**src/amap_pkg.sv**
```systemverilog
// Types and constants shared by the MADT local APIC ID parser and its channels.
package amap_pkg;

	// Result kinds
	typedef enum logic {
		KIND_ID      = 1'b0,
		KIND_SUMMARY = 1'b1
	} kind_t;

	// Summary status codes
	typedef enum logic [1:0] {
		STAT_OK      = 2'd0,
		STAT_BAD_SIG = 2'd1,
		STAT_BAD_SUM = 2'd2,
		STAT_SHORT   = 2'd3
	} status_t;

	typedef struct packed {
		logic [7:0] table_byte;
		logic       first;
	} byte_item_t;

	typedef struct packed {
		kind_t       kind;
		logic [7:0]  apic_id;
		logic [8:0]  id_count;
		status_t     status;
		logic [31:0] apic_base;
		logic        last;
	} result_item_t;

	// "APIC", byte 0 in the low lane
	localparam logic [3:0][7:0] SigBytes = {8'h43, 8'h49, 8'h50, 8'h41};

	localparam logic [31:0] HeaderEnd    = 32'd44;
	localparam logic [31:0] LenFieldEnd  = 32'd7;
	localparam logic [31:0] LenFieldBeg  = 32'd4;
	localparam logic [31:0] AddrFieldBeg = 32'd36;
	localparam logic [31:0] AddrFieldEnd = 32'd40;
	localparam logic [7:0]  MinRecord    = 8'd2;
	localparam logic [7:0]  MinCpuRecord = 8'd8;
	localparam logic [7:0]  LapicType    = 8'd0;
	localparam logic [1:0]  UsableMask   = 2'b11;
	localparam logic [8:0]  MaxIds       = 9'd256;

	// Record byte offsets of interest
	localparam logic [7:0] RecIdxType  = 8'd0;
	localparam logic [7:0] RecIdxLen   = 8'd1;
	localparam logic [7:0] RecIdxId    = 8'd3;
	localparam logic [7:0] RecIdxFlags = 8'd4;

	// Result queue depth
	localparam int FifoDepth = 4;

endpackage

```
**src/amap_byte_if.sv**
```systemverilog
// Table byte channel: valid/ready handshake with one byte item as payload.
interface amap_byte_if
	import amap_pkg::*;
();
	logic       valid;
	logic       ready;
	byte_item_t payload;

	modport source (output valid, output payload, input ready);
	modport sink   (input valid, input payload, output ready);
endinterface

```
**src/amap_result_if.sv**
```systemverilog
// Result channel: valid/ready handshake with one result item as payload.
interface amap_result_if
	import amap_pkg::*;
();
	logic         valid;
	logic         ready;
	result_item_t payload;

	modport source (output valid, output payload, input ready);
	modport sink   (input valid, input payload, output ready);
endinterface

```
**src/acpi_madt_apic_id_parser_core.sv**
```systemverilog
// MADT parser top level: header checks, record walk, ID and summary results.
//
//  channel    | dir | payload
//  -----------+-----+----------------------------------------------------
//  tbl_bytes  | in  | table_byte, first
//  results    | out | kind, apic_id, id_count, status, apic_base, last
//
// One byte is taken per cycle while input ready is high; a byte enters an input register,
// the parse state and up to two results are formed from it the next cycle, and results
// leave through a four-entry result queue, one transfer per cycle while the receiver is ready.
// A byte's results pass through the input register and then the result queue.
// Input ready drops only while the queue may lack room for two more results.
// arst_n clears the parse state, the input stage valid bit and the queue pointers and count.
module acpi_madt_apic_id_parser_core
	import amap_pkg::*;
(
	input  logic                 clk,
	input  logic                 arst_n,
	amap_byte_if.sink            tbl_bytes,
	amap_result_if.source        results
);

	localparam int PtrW = $clog2(FifoDepth);
	localparam int CntW = $clog2(FifoDepth + 1);

	// input stage
	logic       valid_s1;
	byte_item_t item_s1;

	// parse state
	logic [31:0] pos_q, len_q, lapic_q, next_off_q;
	logic [7:0]  sum_q, ridx_q, rlen_q, rtype_q, rid_q;
	logic        sig_ok_q, rusable_q, walk_q, done_q;
	logic [8:0]  ids_q;

	logic [31:0] eff_pos, eff_len, eff_lapic, eff_next;
	logic [7:0]  eff_sum, eff_ridx, eff_rlen, eff_rtype, eff_rid;
	logic        eff_sig, eff_rusable, eff_walk, eff_done;
	logic [8:0]  eff_ids;

	logic [31:0] nxt_pos, nxt_len, nxt_lapic, nxt_next;
	logic [7:0]  nxt_sum, nxt_ridx, nxt_rlen, nxt_rtype, nxt_rid;
	logic        nxt_sig, nxt_rusable, nxt_walk, nxt_done;
	logic [8:0]  nxt_ids;

	logic         id_hit, end_hit, rec_ok;
	logic [7:0]   b;
	logic [32:0]  start33;
	status_t      stat;
	result_item_t id_res, sum_res, res_a, res_b;
	logic [1:0]   push_n;

	// result queue
	result_item_t      mem [FifoDepth];
	logic [PtrW-1:0]   wp_q, rp_q;
	logic [CntW-1:0]   cnt_q;
	logic              pop, accept;
	logic [CntW+1:0]   room_need;

	assign room_need = {2'b00, cnt_q} + (valid_s1 ? (CntW+2)'(2) : '0) + (CntW+2)'(2);
	assign tbl_bytes.ready = (room_need <= (CntW+2)'(FifoDepth));
	assign accept = tbl_bytes.valid && tbl_bytes.ready;

	assign results.valid   = (cnt_q != '0);
	assign results.payload = mem[rp_q];
	assign pop = results.valid && results.ready;

	always_ff @(posedge clk or negedge arst_n) begin
		if (!arst_n) begin
			valid_s1 <= 1'b0;
		end else begin
			valid_s1 <= accept;
		end
	end

	always_ff @(posedge clk) begin
		if (accept) begin
			item_s1 <= tbl_bytes.payload;
		end
	end

	always_comb begin
		b = item_s1.table_byte;
		// apply a fresh table before this byte
		if (item_s1.first) begin
			eff_pos = '0; eff_len = '0; eff_sum = '0; eff_sig = 1'b1;
			eff_lapic = '0; eff_next = HeaderEnd; eff_ridx = '0; eff_rlen = '0;
			eff_rtype = '0; eff_rid = '0; eff_rusable = 1'b0; eff_walk = 1'b1;
			eff_ids = '0; eff_done = 1'b0;
		end else begin
			eff_pos = pos_q; eff_len = len_q; eff_sum = sum_q; eff_sig = sig_ok_q;
			eff_lapic = lapic_q; eff_next = next_off_q; eff_ridx = ridx_q;
			eff_rlen = rlen_q; eff_rtype = rtype_q; eff_rid = rid_q;
			eff_rusable = rusable_q; eff_walk = walk_q; eff_ids = ids_q;
			eff_done = done_q;
		end

		nxt_pos = eff_pos; nxt_len = eff_len; nxt_sum = eff_sum; nxt_sig = eff_sig;
		nxt_lapic = eff_lapic; nxt_next = eff_next; nxt_ridx = eff_ridx;
		nxt_rlen = eff_rlen; nxt_rtype = eff_rtype; nxt_rid = eff_rid;
		nxt_rusable = eff_rusable; nxt_walk = eff_walk; nxt_ids = eff_ids;
		nxt_done = eff_done;

		id_hit  = 1'b0;
		end_hit = 1'b0;
		rec_ok  = 1'b1;
		start33 = {1'b0, eff_next};

		if (!eff_done) begin
			nxt_sum = eff_sum + b;

			// header fields
			if (eff_pos < LenFieldBeg) begin
				if (b != SigBytes[eff_pos[1:0]]) nxt_sig = 1'b0;
			end else if (eff_pos <= LenFieldEnd) begin
				nxt_len[{eff_pos[1:0], 3'b000} +: 8] = b;
			end else if (eff_pos >= AddrFieldBeg && eff_pos < AddrFieldEnd) begin
				nxt_lapic[{eff_pos[1:0], 3'b000} +: 8] = b;
			end

			// record walk
			if (eff_walk && eff_pos >= HeaderEnd && eff_pos >= eff_next) begin
				case (eff_ridx)
					RecIdxType: begin
						if (start33 + {25'd0, MinRecord} > {1'b0, nxt_len}) begin
							nxt_walk = 1'b0;
							rec_ok   = 1'b0;
						end else begin
							nxt_rtype   = b;
							nxt_rusable = 1'b0;
						end
					end
					RecIdxLen: begin
						if (b < MinRecord || start33 + {25'd0, b} > {1'b0, nxt_len}) begin
							nxt_walk = 1'b0;
							rec_ok   = 1'b0;
						end else begin
							nxt_rlen = b;
						end
					end
					RecIdxId:    nxt_rid = b;
					RecIdxFlags: nxt_rusable = |(b[1:0] & UsableMask);
					default: ;
				endcase
				if (rec_ok) begin
					if (eff_ridx != RecIdxType &&
					    {1'b0, eff_ridx} + 9'd1 == {1'b0, nxt_rlen}) begin
						if (nxt_rtype == LapicType && nxt_rlen >= MinCpuRecord &&
						    nxt_rusable && eff_ids < MaxIds) begin
							nxt_ids = eff_ids + 9'd1;
							id_hit  = 1'b1;
						end
						nxt_next = eff_next + {24'd0, nxt_rlen};
						nxt_ridx = '0;
					end else begin
						nxt_ridx = eff_ridx + 8'd1;
					end
				end
			end

			// end of table
			if (eff_pos >= LenFieldEnd && {1'b0, eff_pos} + 33'd1 >= {1'b0, nxt_len}) begin
				end_hit  = 1'b1;
				nxt_done = 1'b1;
			end

			nxt_pos = eff_pos + 32'd1;
		end

		if (!nxt_sig)
			stat = STAT_BAD_SIG;
		else if (nxt_len < HeaderEnd)
			stat = STAT_SHORT;
		else if (nxt_sum != 8'd0)
			stat = STAT_BAD_SUM;
		else
			stat = STAT_OK;

		id_res.kind      = KIND_ID;
		id_res.apic_id   = nxt_rid;
		id_res.id_count  = nxt_ids;
		id_res.status    = STAT_OK;
		id_res.apic_base = '0;
		id_res.last      = !end_hit;

		sum_res.kind      = KIND_SUMMARY;
		sum_res.apic_id   = '0;
		sum_res.id_count  = nxt_ids;
		sum_res.status    = stat;
		sum_res.apic_base = nxt_lapic;
		sum_res.last      = 1'b1;

		res_a  = id_hit ? id_res : sum_res;
		res_b  = sum_res;
		push_n = valid_s1 ? ({1'b0, id_hit} + {1'b0, end_hit}) : 2'd0;
	end

	always_ff @(posedge clk or negedge arst_n) begin
		if (!arst_n) begin
			pos_q <= '0; len_q <= '0; sum_q <= '0; sig_ok_q <= 1'b1;
			lapic_q <= '0; next_off_q <= HeaderEnd; ridx_q <= '0; rlen_q <= '0;
			rtype_q <= '0; rid_q <= '0; rusable_q <= 1'b0; walk_q <= 1'b1;
			ids_q <= '0; done_q <= 1'b0;
		end else if (valid_s1) begin
			pos_q <= nxt_pos; len_q <= nxt_len; sum_q <= nxt_sum; sig_ok_q <= nxt_sig;
			lapic_q <= nxt_lapic; next_off_q <= nxt_next; ridx_q <= nxt_ridx;
			rlen_q <= nxt_rlen; rtype_q <= nxt_rtype; rid_q <= nxt_rid;
			rusable_q <= nxt_rusable; walk_q <= nxt_walk; ids_q <= nxt_ids;
			done_q <= nxt_done;
		end
	end

	// queue storage
	always_ff @(posedge clk) begin
		if (push_n != 2'd0) begin
			mem[wp_q] <= res_a;
		end
		if (push_n == 2'd2) begin
			mem[wp_q + PtrW'(1)] <= res_b;
		end
	end

	// queue pointers
	always_ff @(posedge clk or negedge arst_n) begin
		if (!arst_n) begin
			wp_q  <= '0;
			rp_q  <= '0;
			cnt_q <= '0;
		end else begin
			wp_q  <= wp_q + PtrW'(push_n);
			if (pop) rp_q <= rp_q + PtrW'(1);
			cnt_q <= cnt_q + CntW'(push_n) - CntW'(pop);
		end
	end

	// queue never overfills
	assert property (@(posedge clk) disable iff (!arst_n)
		(cnt_q + CntW'(push_n) - CntW'(pop)) <= CntW'(FifoDepth))
		else $error("result queue overflow");

	// a finished table yields nothing until a new one starts
	assert property (@(posedge clk) disable iff (!arst_n)
		valid_s1 && done_q && !item_s1.first |-> push_n == 2'd0)
		else $error("result after end of table");

	// an ID result always counts itself
	assert property (@(posedge clk) disable iff (!arst_n)
		results.valid && results.payload.kind == KIND_ID |-> results.payload.id_count != '0)
		else $error("ID result with zero count");

	// two results in one step only when the second is the summary
	assert property (@(posedge clk) disable iff (!arst_n)
		push_n == 2'd2 |-> res_a.kind == KIND_ID && res_b.kind == KIND_SUMMARY)
		else $error("bad result pair");

endmodule

```
**src/flat_wrapper.sv**
```systemverilog
// flat-port wrapper written by rule: the top's interface ports become plain ports
module acpi_madt_apic_id_parser_core_flat import amap_pkg::*;
  (clk, arst_n, tbl_bytes_valid, tbl_bytes_payload, tbl_bytes_ready, results_valid, results_payload, results_ready);
  amap_byte_if tbl_bytes_i ();
  amap_result_if results_i ();
  input  logic clk;
  input  logic arst_n;
  input wire logic [$bits(tbl_bytes_i.valid)-1:0] tbl_bytes_valid;
  input wire logic [$bits(tbl_bytes_i.payload)-1:0] tbl_bytes_payload;
  output wire logic [$bits(tbl_bytes_i.ready)-1:0] tbl_bytes_ready;
  output wire logic [$bits(results_i.valid)-1:0] results_valid;
  output wire logic [$bits(results_i.payload)-1:0] results_payload;
  input wire logic [$bits(results_i.ready)-1:0] results_ready;
  assign tbl_bytes_i.valid = tbl_bytes_valid;
  assign tbl_bytes_i.payload = tbl_bytes_payload;
  assign tbl_bytes_ready = tbl_bytes_i.ready;
  assign results_valid = results_i.valid;
  assign results_payload = results_i.payload;
  assign results_i.ready = results_ready;
  acpi_madt_apic_id_parser_core u_core (.clk(clk), .arst_n(arst_n), .tbl_bytes(tbl_bytes_i), .results(results_i));
endmodule
```
**config.mk**
```make
export PLATFORM = sky130hd
export DESIGN_NAME = acpi_madt_apic_id_parser_core_flat
export DESIGN_NICKNAME = d
export VERILOG_FILES = /design/src/amap_pkg.sv /design/src/amap_byte_if.sv /design/src/amap_result_if.sv /design/src/acpi_madt_apic_id_parser_core.sv /design/src/flat_wrapper.sv
export SDC_FILE = /design/constraint.sdc
export NUM_CORES = 1
export LEC_CHECK = 0
export BUFFER_PORTS_ARGS = -buffer_cell sky130_fd_sc_hd__buf_2
export CAP_MARGIN = 20
export CELL_PAD_IN_SITES_DETAIL_PLACEMENT = 0
export CELL_PAD_IN_SITES_GLOBAL_PLACEMENT = 1
export CORE_MARGIN = 2
export CORE_UTILIZATION = 50
export DETAILED_ROUTE_END_ITERATION = 10
export PLACE_DENSITY = 0.77
export RECOVER_POWER = 100
export SLEW_MARGIN = 20
export SYNTH_ARGS = -nofsm -noshare
export SYNTH_HDL_FRONTEND = slang
export SYNTH_SLANG_ARGS = --single-unit
```
**constraint.sdc**
```tcl
create_clock -name clk -period 11.3 [get_ports clk]
set_input_delay 1.695 -clock clk [delete_from_list [all_inputs] [get_ports clk]]
set_output_delay 1.695 -clock clk [all_outputs]
set_load 0.005 [all_outputs]
```
==> impl_metrics.csv <==
group,metric,value,unit
status,outcome,"finished, violations left",
status,failed_checks,"capacitance limit, slew limit",
pwr,finalPower,5.26,mW
setup_path,start_kind,"flip-flop",
placed_design,place_area,0.0271,mm²
setup_path,r2r-end,"u_core.mem[2][43]",
hold_path,whs_path_depth,2,
hold_path,min_delay_worst_endpoint,"u_core.mem[2][49]",
placed_design,dp_hpwl,60300,µm
floorplanning,io_pins,68,
setup_path,r2r_setup_slack,1.07,ns
finish,fillers,4648,
placed_design,place_ws,1.37,ns
synthesis,yosys-top-cells-area,"edfxtp_1, dfrtp_1, ha_1, nand2_1, mux4_2",
setup_path,critPathTopFamily,"simple AND/OR/NAND/NOR gates",
finish,flow.area_growth_from_synthesis,8.91,%
synthesis,synth_seq_area_share,42.0,%
flow_run,cap_violations,9,
pwr,p_leak,10.7,nW
global_route,grt_pass1_vias,21300,
hold_path,hold_class,"flip-flop to flip-flop",
setup_path,crit_arrival,10.48,ns
floorplanning,coreArea,0.0515,mm²
synthesis,synth_commonest_cells,"nand2_1, dfrtp_1, edfxtp_1, a21oi_1, ha_1",
finish,multi_input_area,0.0141,mm²
synthesis,yosys.area.top_type_share,20.8,%
floorplanning,rows,83,
setup_path,cp_slowest_cell,"inv_1",
finish,design_area,0.0284,mm²
synthesis,ys_warn_count,0,
detailed_routing,drt_wl_total,86200,µm
clocking,hold_buffers,0,
clocking,cts_made_buffers,47,
floorplanning,fp.dieH,233,µm
global_route,grt_max_degree,98,
synthesis,synthArstFlopShare,46.1,%
clocking,clock_sinks,410,
finish,utilization,55.2,%
finish,nNetsFinal,2906,
synthesis,synth_top_flop_cell,"dfrtp_1",
global_route,antenna_found_initial,1,
global_route,grt_pass1_wl,131000,µm
synthesis,synth_cell_type_count,94,
sta,finalSetupViolations,0,
placed_design,port_buffers,67,
setup_path,critPathKind,"flip-flop to flip-flop",
floorplanning,die_area,0.0541,mm²
clocking,root_buffer,"clkbuf_16",
sta,tns,0,ns
sta,worst_slew_pin_slew,4.23,ns
sta,fin_skew,0.0156,ns
setup_path,worstPathMaxFanout,31,
clocking,cts.htree.levels,2,
setup_path,cp_num_cells,29,
hold_path,holdCritStartpoint,"u_core.mem[2][49]",
setup_path,r2r_start,"u_core.item_s1[0]",
placed_design,place_inst,3352,
synthesis,synth-seq-cells,410,
sta,fin_hold_ws,0.451,ns
floorplanning,start_util,50.7,%
detailed_routing,vias,21900,
setup_path,max_stage_delay,0.82,ns
detailed_routing,routed_via_density,6.37,
clocking,post_cts_buffers,0,
synthesis,synth.avg_cell_area,9.64,µm²
setup_path,worst-path-buf-inv,7,
sta,slew_viol_final,511,
finish,drive_gt1_share,9.75,%
synthesis,netlist_area,0.0261,mm²
sta,clock.fmax,97.7,MHz
global_route,grt-ovfl-total,0,
detailed_routing,antenna_left,0,
global_route,grt_usage,31.9,%
floorplanning,die_width,233,µm
clocking,post_cts_resized,0,
synthesis,yosysTopAreaCell,"edfxtp_1",
synthesis,synthCells,2708,
setup_path,cp_common_cell,"buf_4",
placed_design,place.gp.congestion,0.965,
pwr,p_per_area,185,mW/mm²
synthesis,synth_edf_count,181,
detailed_routing,drc,0,
synthesis,synth.net_count,2892,
synthesis,synth_most_common_cell,"nand2_1",
setup_path,end_kind,"flip-flop",
sta,min_period,10.23,ns
setup_path,worst_ep_required_time,11.55,ns
finish,layout.cells.non_filler,3441,
clocking,cts_max_path_buffers,3,
clocking,clk_pin_slew,0.06,ns
sta,rsz0062_at_grt,"no",
sta,finalCritPeriodShare,90.6,%
clocking,cts_tree,"done",
sta,finalWorstSetupSlack,1.07,ns
sta,timing.final.hold_violations,0,
setup_path,r2r_cells,29,
detailed_routing,first_pass_iters,5,
sta,relSlewSlack,-182,%
detailed_routing,first_iter_violations,1990,
finish,regArea,0.0110,mm²
detailed_routing,wl_per_cell,25.1,µm
clocking,clk_latency,0.59,ns
pwr,vdd_drop_max,0.173,mV
[cell usage in the layout (no fill, tap or decap), types with 11 or more instances in the layout]
| cell type | count |
|---|---|
| a211oi_1 | 75 |
| nand4_1 | 61 |
| clkinv_2 | 12 |
| inv_1 | 85 |
| clkbuf_16 | 47 |
| nand3_1 | 71 |
| edfxtp_1 | 181 |
| clkbuf_1 | 52 |
| nand2b_1 | 16 |
| o21ai_0 | 149 |
| nand2_1 | 394 |
| nor3b_1 | 16 |
| nor4_1 | 21 |
| o211ai_1 | 11 |
| xor2_1 | 27 |
| or3_1 | 11 |
| ha_1 | 167 |
| buf_4 | 40 |
| nand3b_1 | 11 |
| mux2_2 | 18 |
| dfxtp_1 | 40 |
| a31oi_1 | 42 |
| buf_2 | 41 |
| a22oi_1 | 16 |
| and2_1 | 16 |
| nor2_1 | 160 |
| a21oi_1 | 170 |
| xnor2_1 | 107 |
| a21o_1 | 29 |
| dfrtp_1 | 183 |
| and3_1 | 33 |
| nor2b_1 | 80 |
| a22o_1 | 33 |
| nor3_1 | 67 |
| mux2i_1 | 24 |
| mux4_2 | 53 |
[state kept, by name (all words and copies together) (netlist names), 2 cells and up]
register	flops
u_core.cnt_q	3
u_core.sum_q	8
u_core.rlen_q	8
u_core.b	8
u_core.rid_q	8
u_core.pos_q	32
u_core.mem	212
u_core.lapic_q	32
u_core.rtype_q	8
u_core.next_off_q	32
u_core.len_q	32
u_core.ridx_q	8
u_core.ids_q	9
u_core.rp_q	2
u_core.wp_q	2
[how the worst max path moves through the flow]
stage                            from  slack [ns]                 to
finish              u_core.item_s1[0]        1.07  u_core.mem[2][43]
CTS                 u_core.item_s1[0]        1.36  u_core.mem[3][39]
detailed placement  u_core.item_s1[0]        1.37  u_core.mem[3][39]
global route        u_core.item_s1[0]        0.33  u_core.mem[2][43]
global placement    u_core.item_s1[0]        1.68  u_core.mem[1][42]
floorplan           u_core.item_s1[0]        0.92  u_core.mem[0][40]
[report_power, final]
| group | switching (mW) | total [mW] | leakage [nW] | internal, mW |
|---|---|---|---|---|
| clock network | 0.644 | 1.50 | 0.732 | 0.854 |
| registers | 0.152 | 1.91 | 4.48 | 1.75 |
| logic | 1.23 | 1.86 | 5.52 | 0.634 |
| total | 2.02 | 5.26 | 10.7 | 3.24 |
[layout make-up]
| cell class | count | area share, % |
|---|---|---|
| Multi-Input combinational cell | 2050 | 49.6 |
| Sequential cell | 410 | 38.6 |
| Clock buffer | 63 | 4.43 |
| Tap cell | 680 | 2.99 |
| Timing Repair Buffer | 124 | 2.42 |
| Inverter | 89 | 1.18 |
| Clock inverter | 24 | 0.774 |
| Antenna cell | 1 | 0.00880 |
[worst min-delay path, delay by kind of cell (launching register included)]
family	cells	cell delay, ns
DFF	1	0.30
and+or+nand+nor	1	0.05
AOI/OAI and AO/OA	1	0.05
[kinds of logic after synthesis]
group	share of synthesized area, %
flops	42.0
xor+xnor	4.49
simple gates	18.8
fa+ha+maj	8.31
buf+inv	3.84
compound gates	16.2
mux	6.35
[routing by layer]
layer	track usage [%]	vias up	part of all wire [%]
met5	0	-	0.014
met2	51.7	926	47
met4	13.1	2	4.3
met3	4.84	200	6.8
met1	42.7	10800	42
li1	-	10000	-
Note: power is estimated with default switching activity, not from simulation.
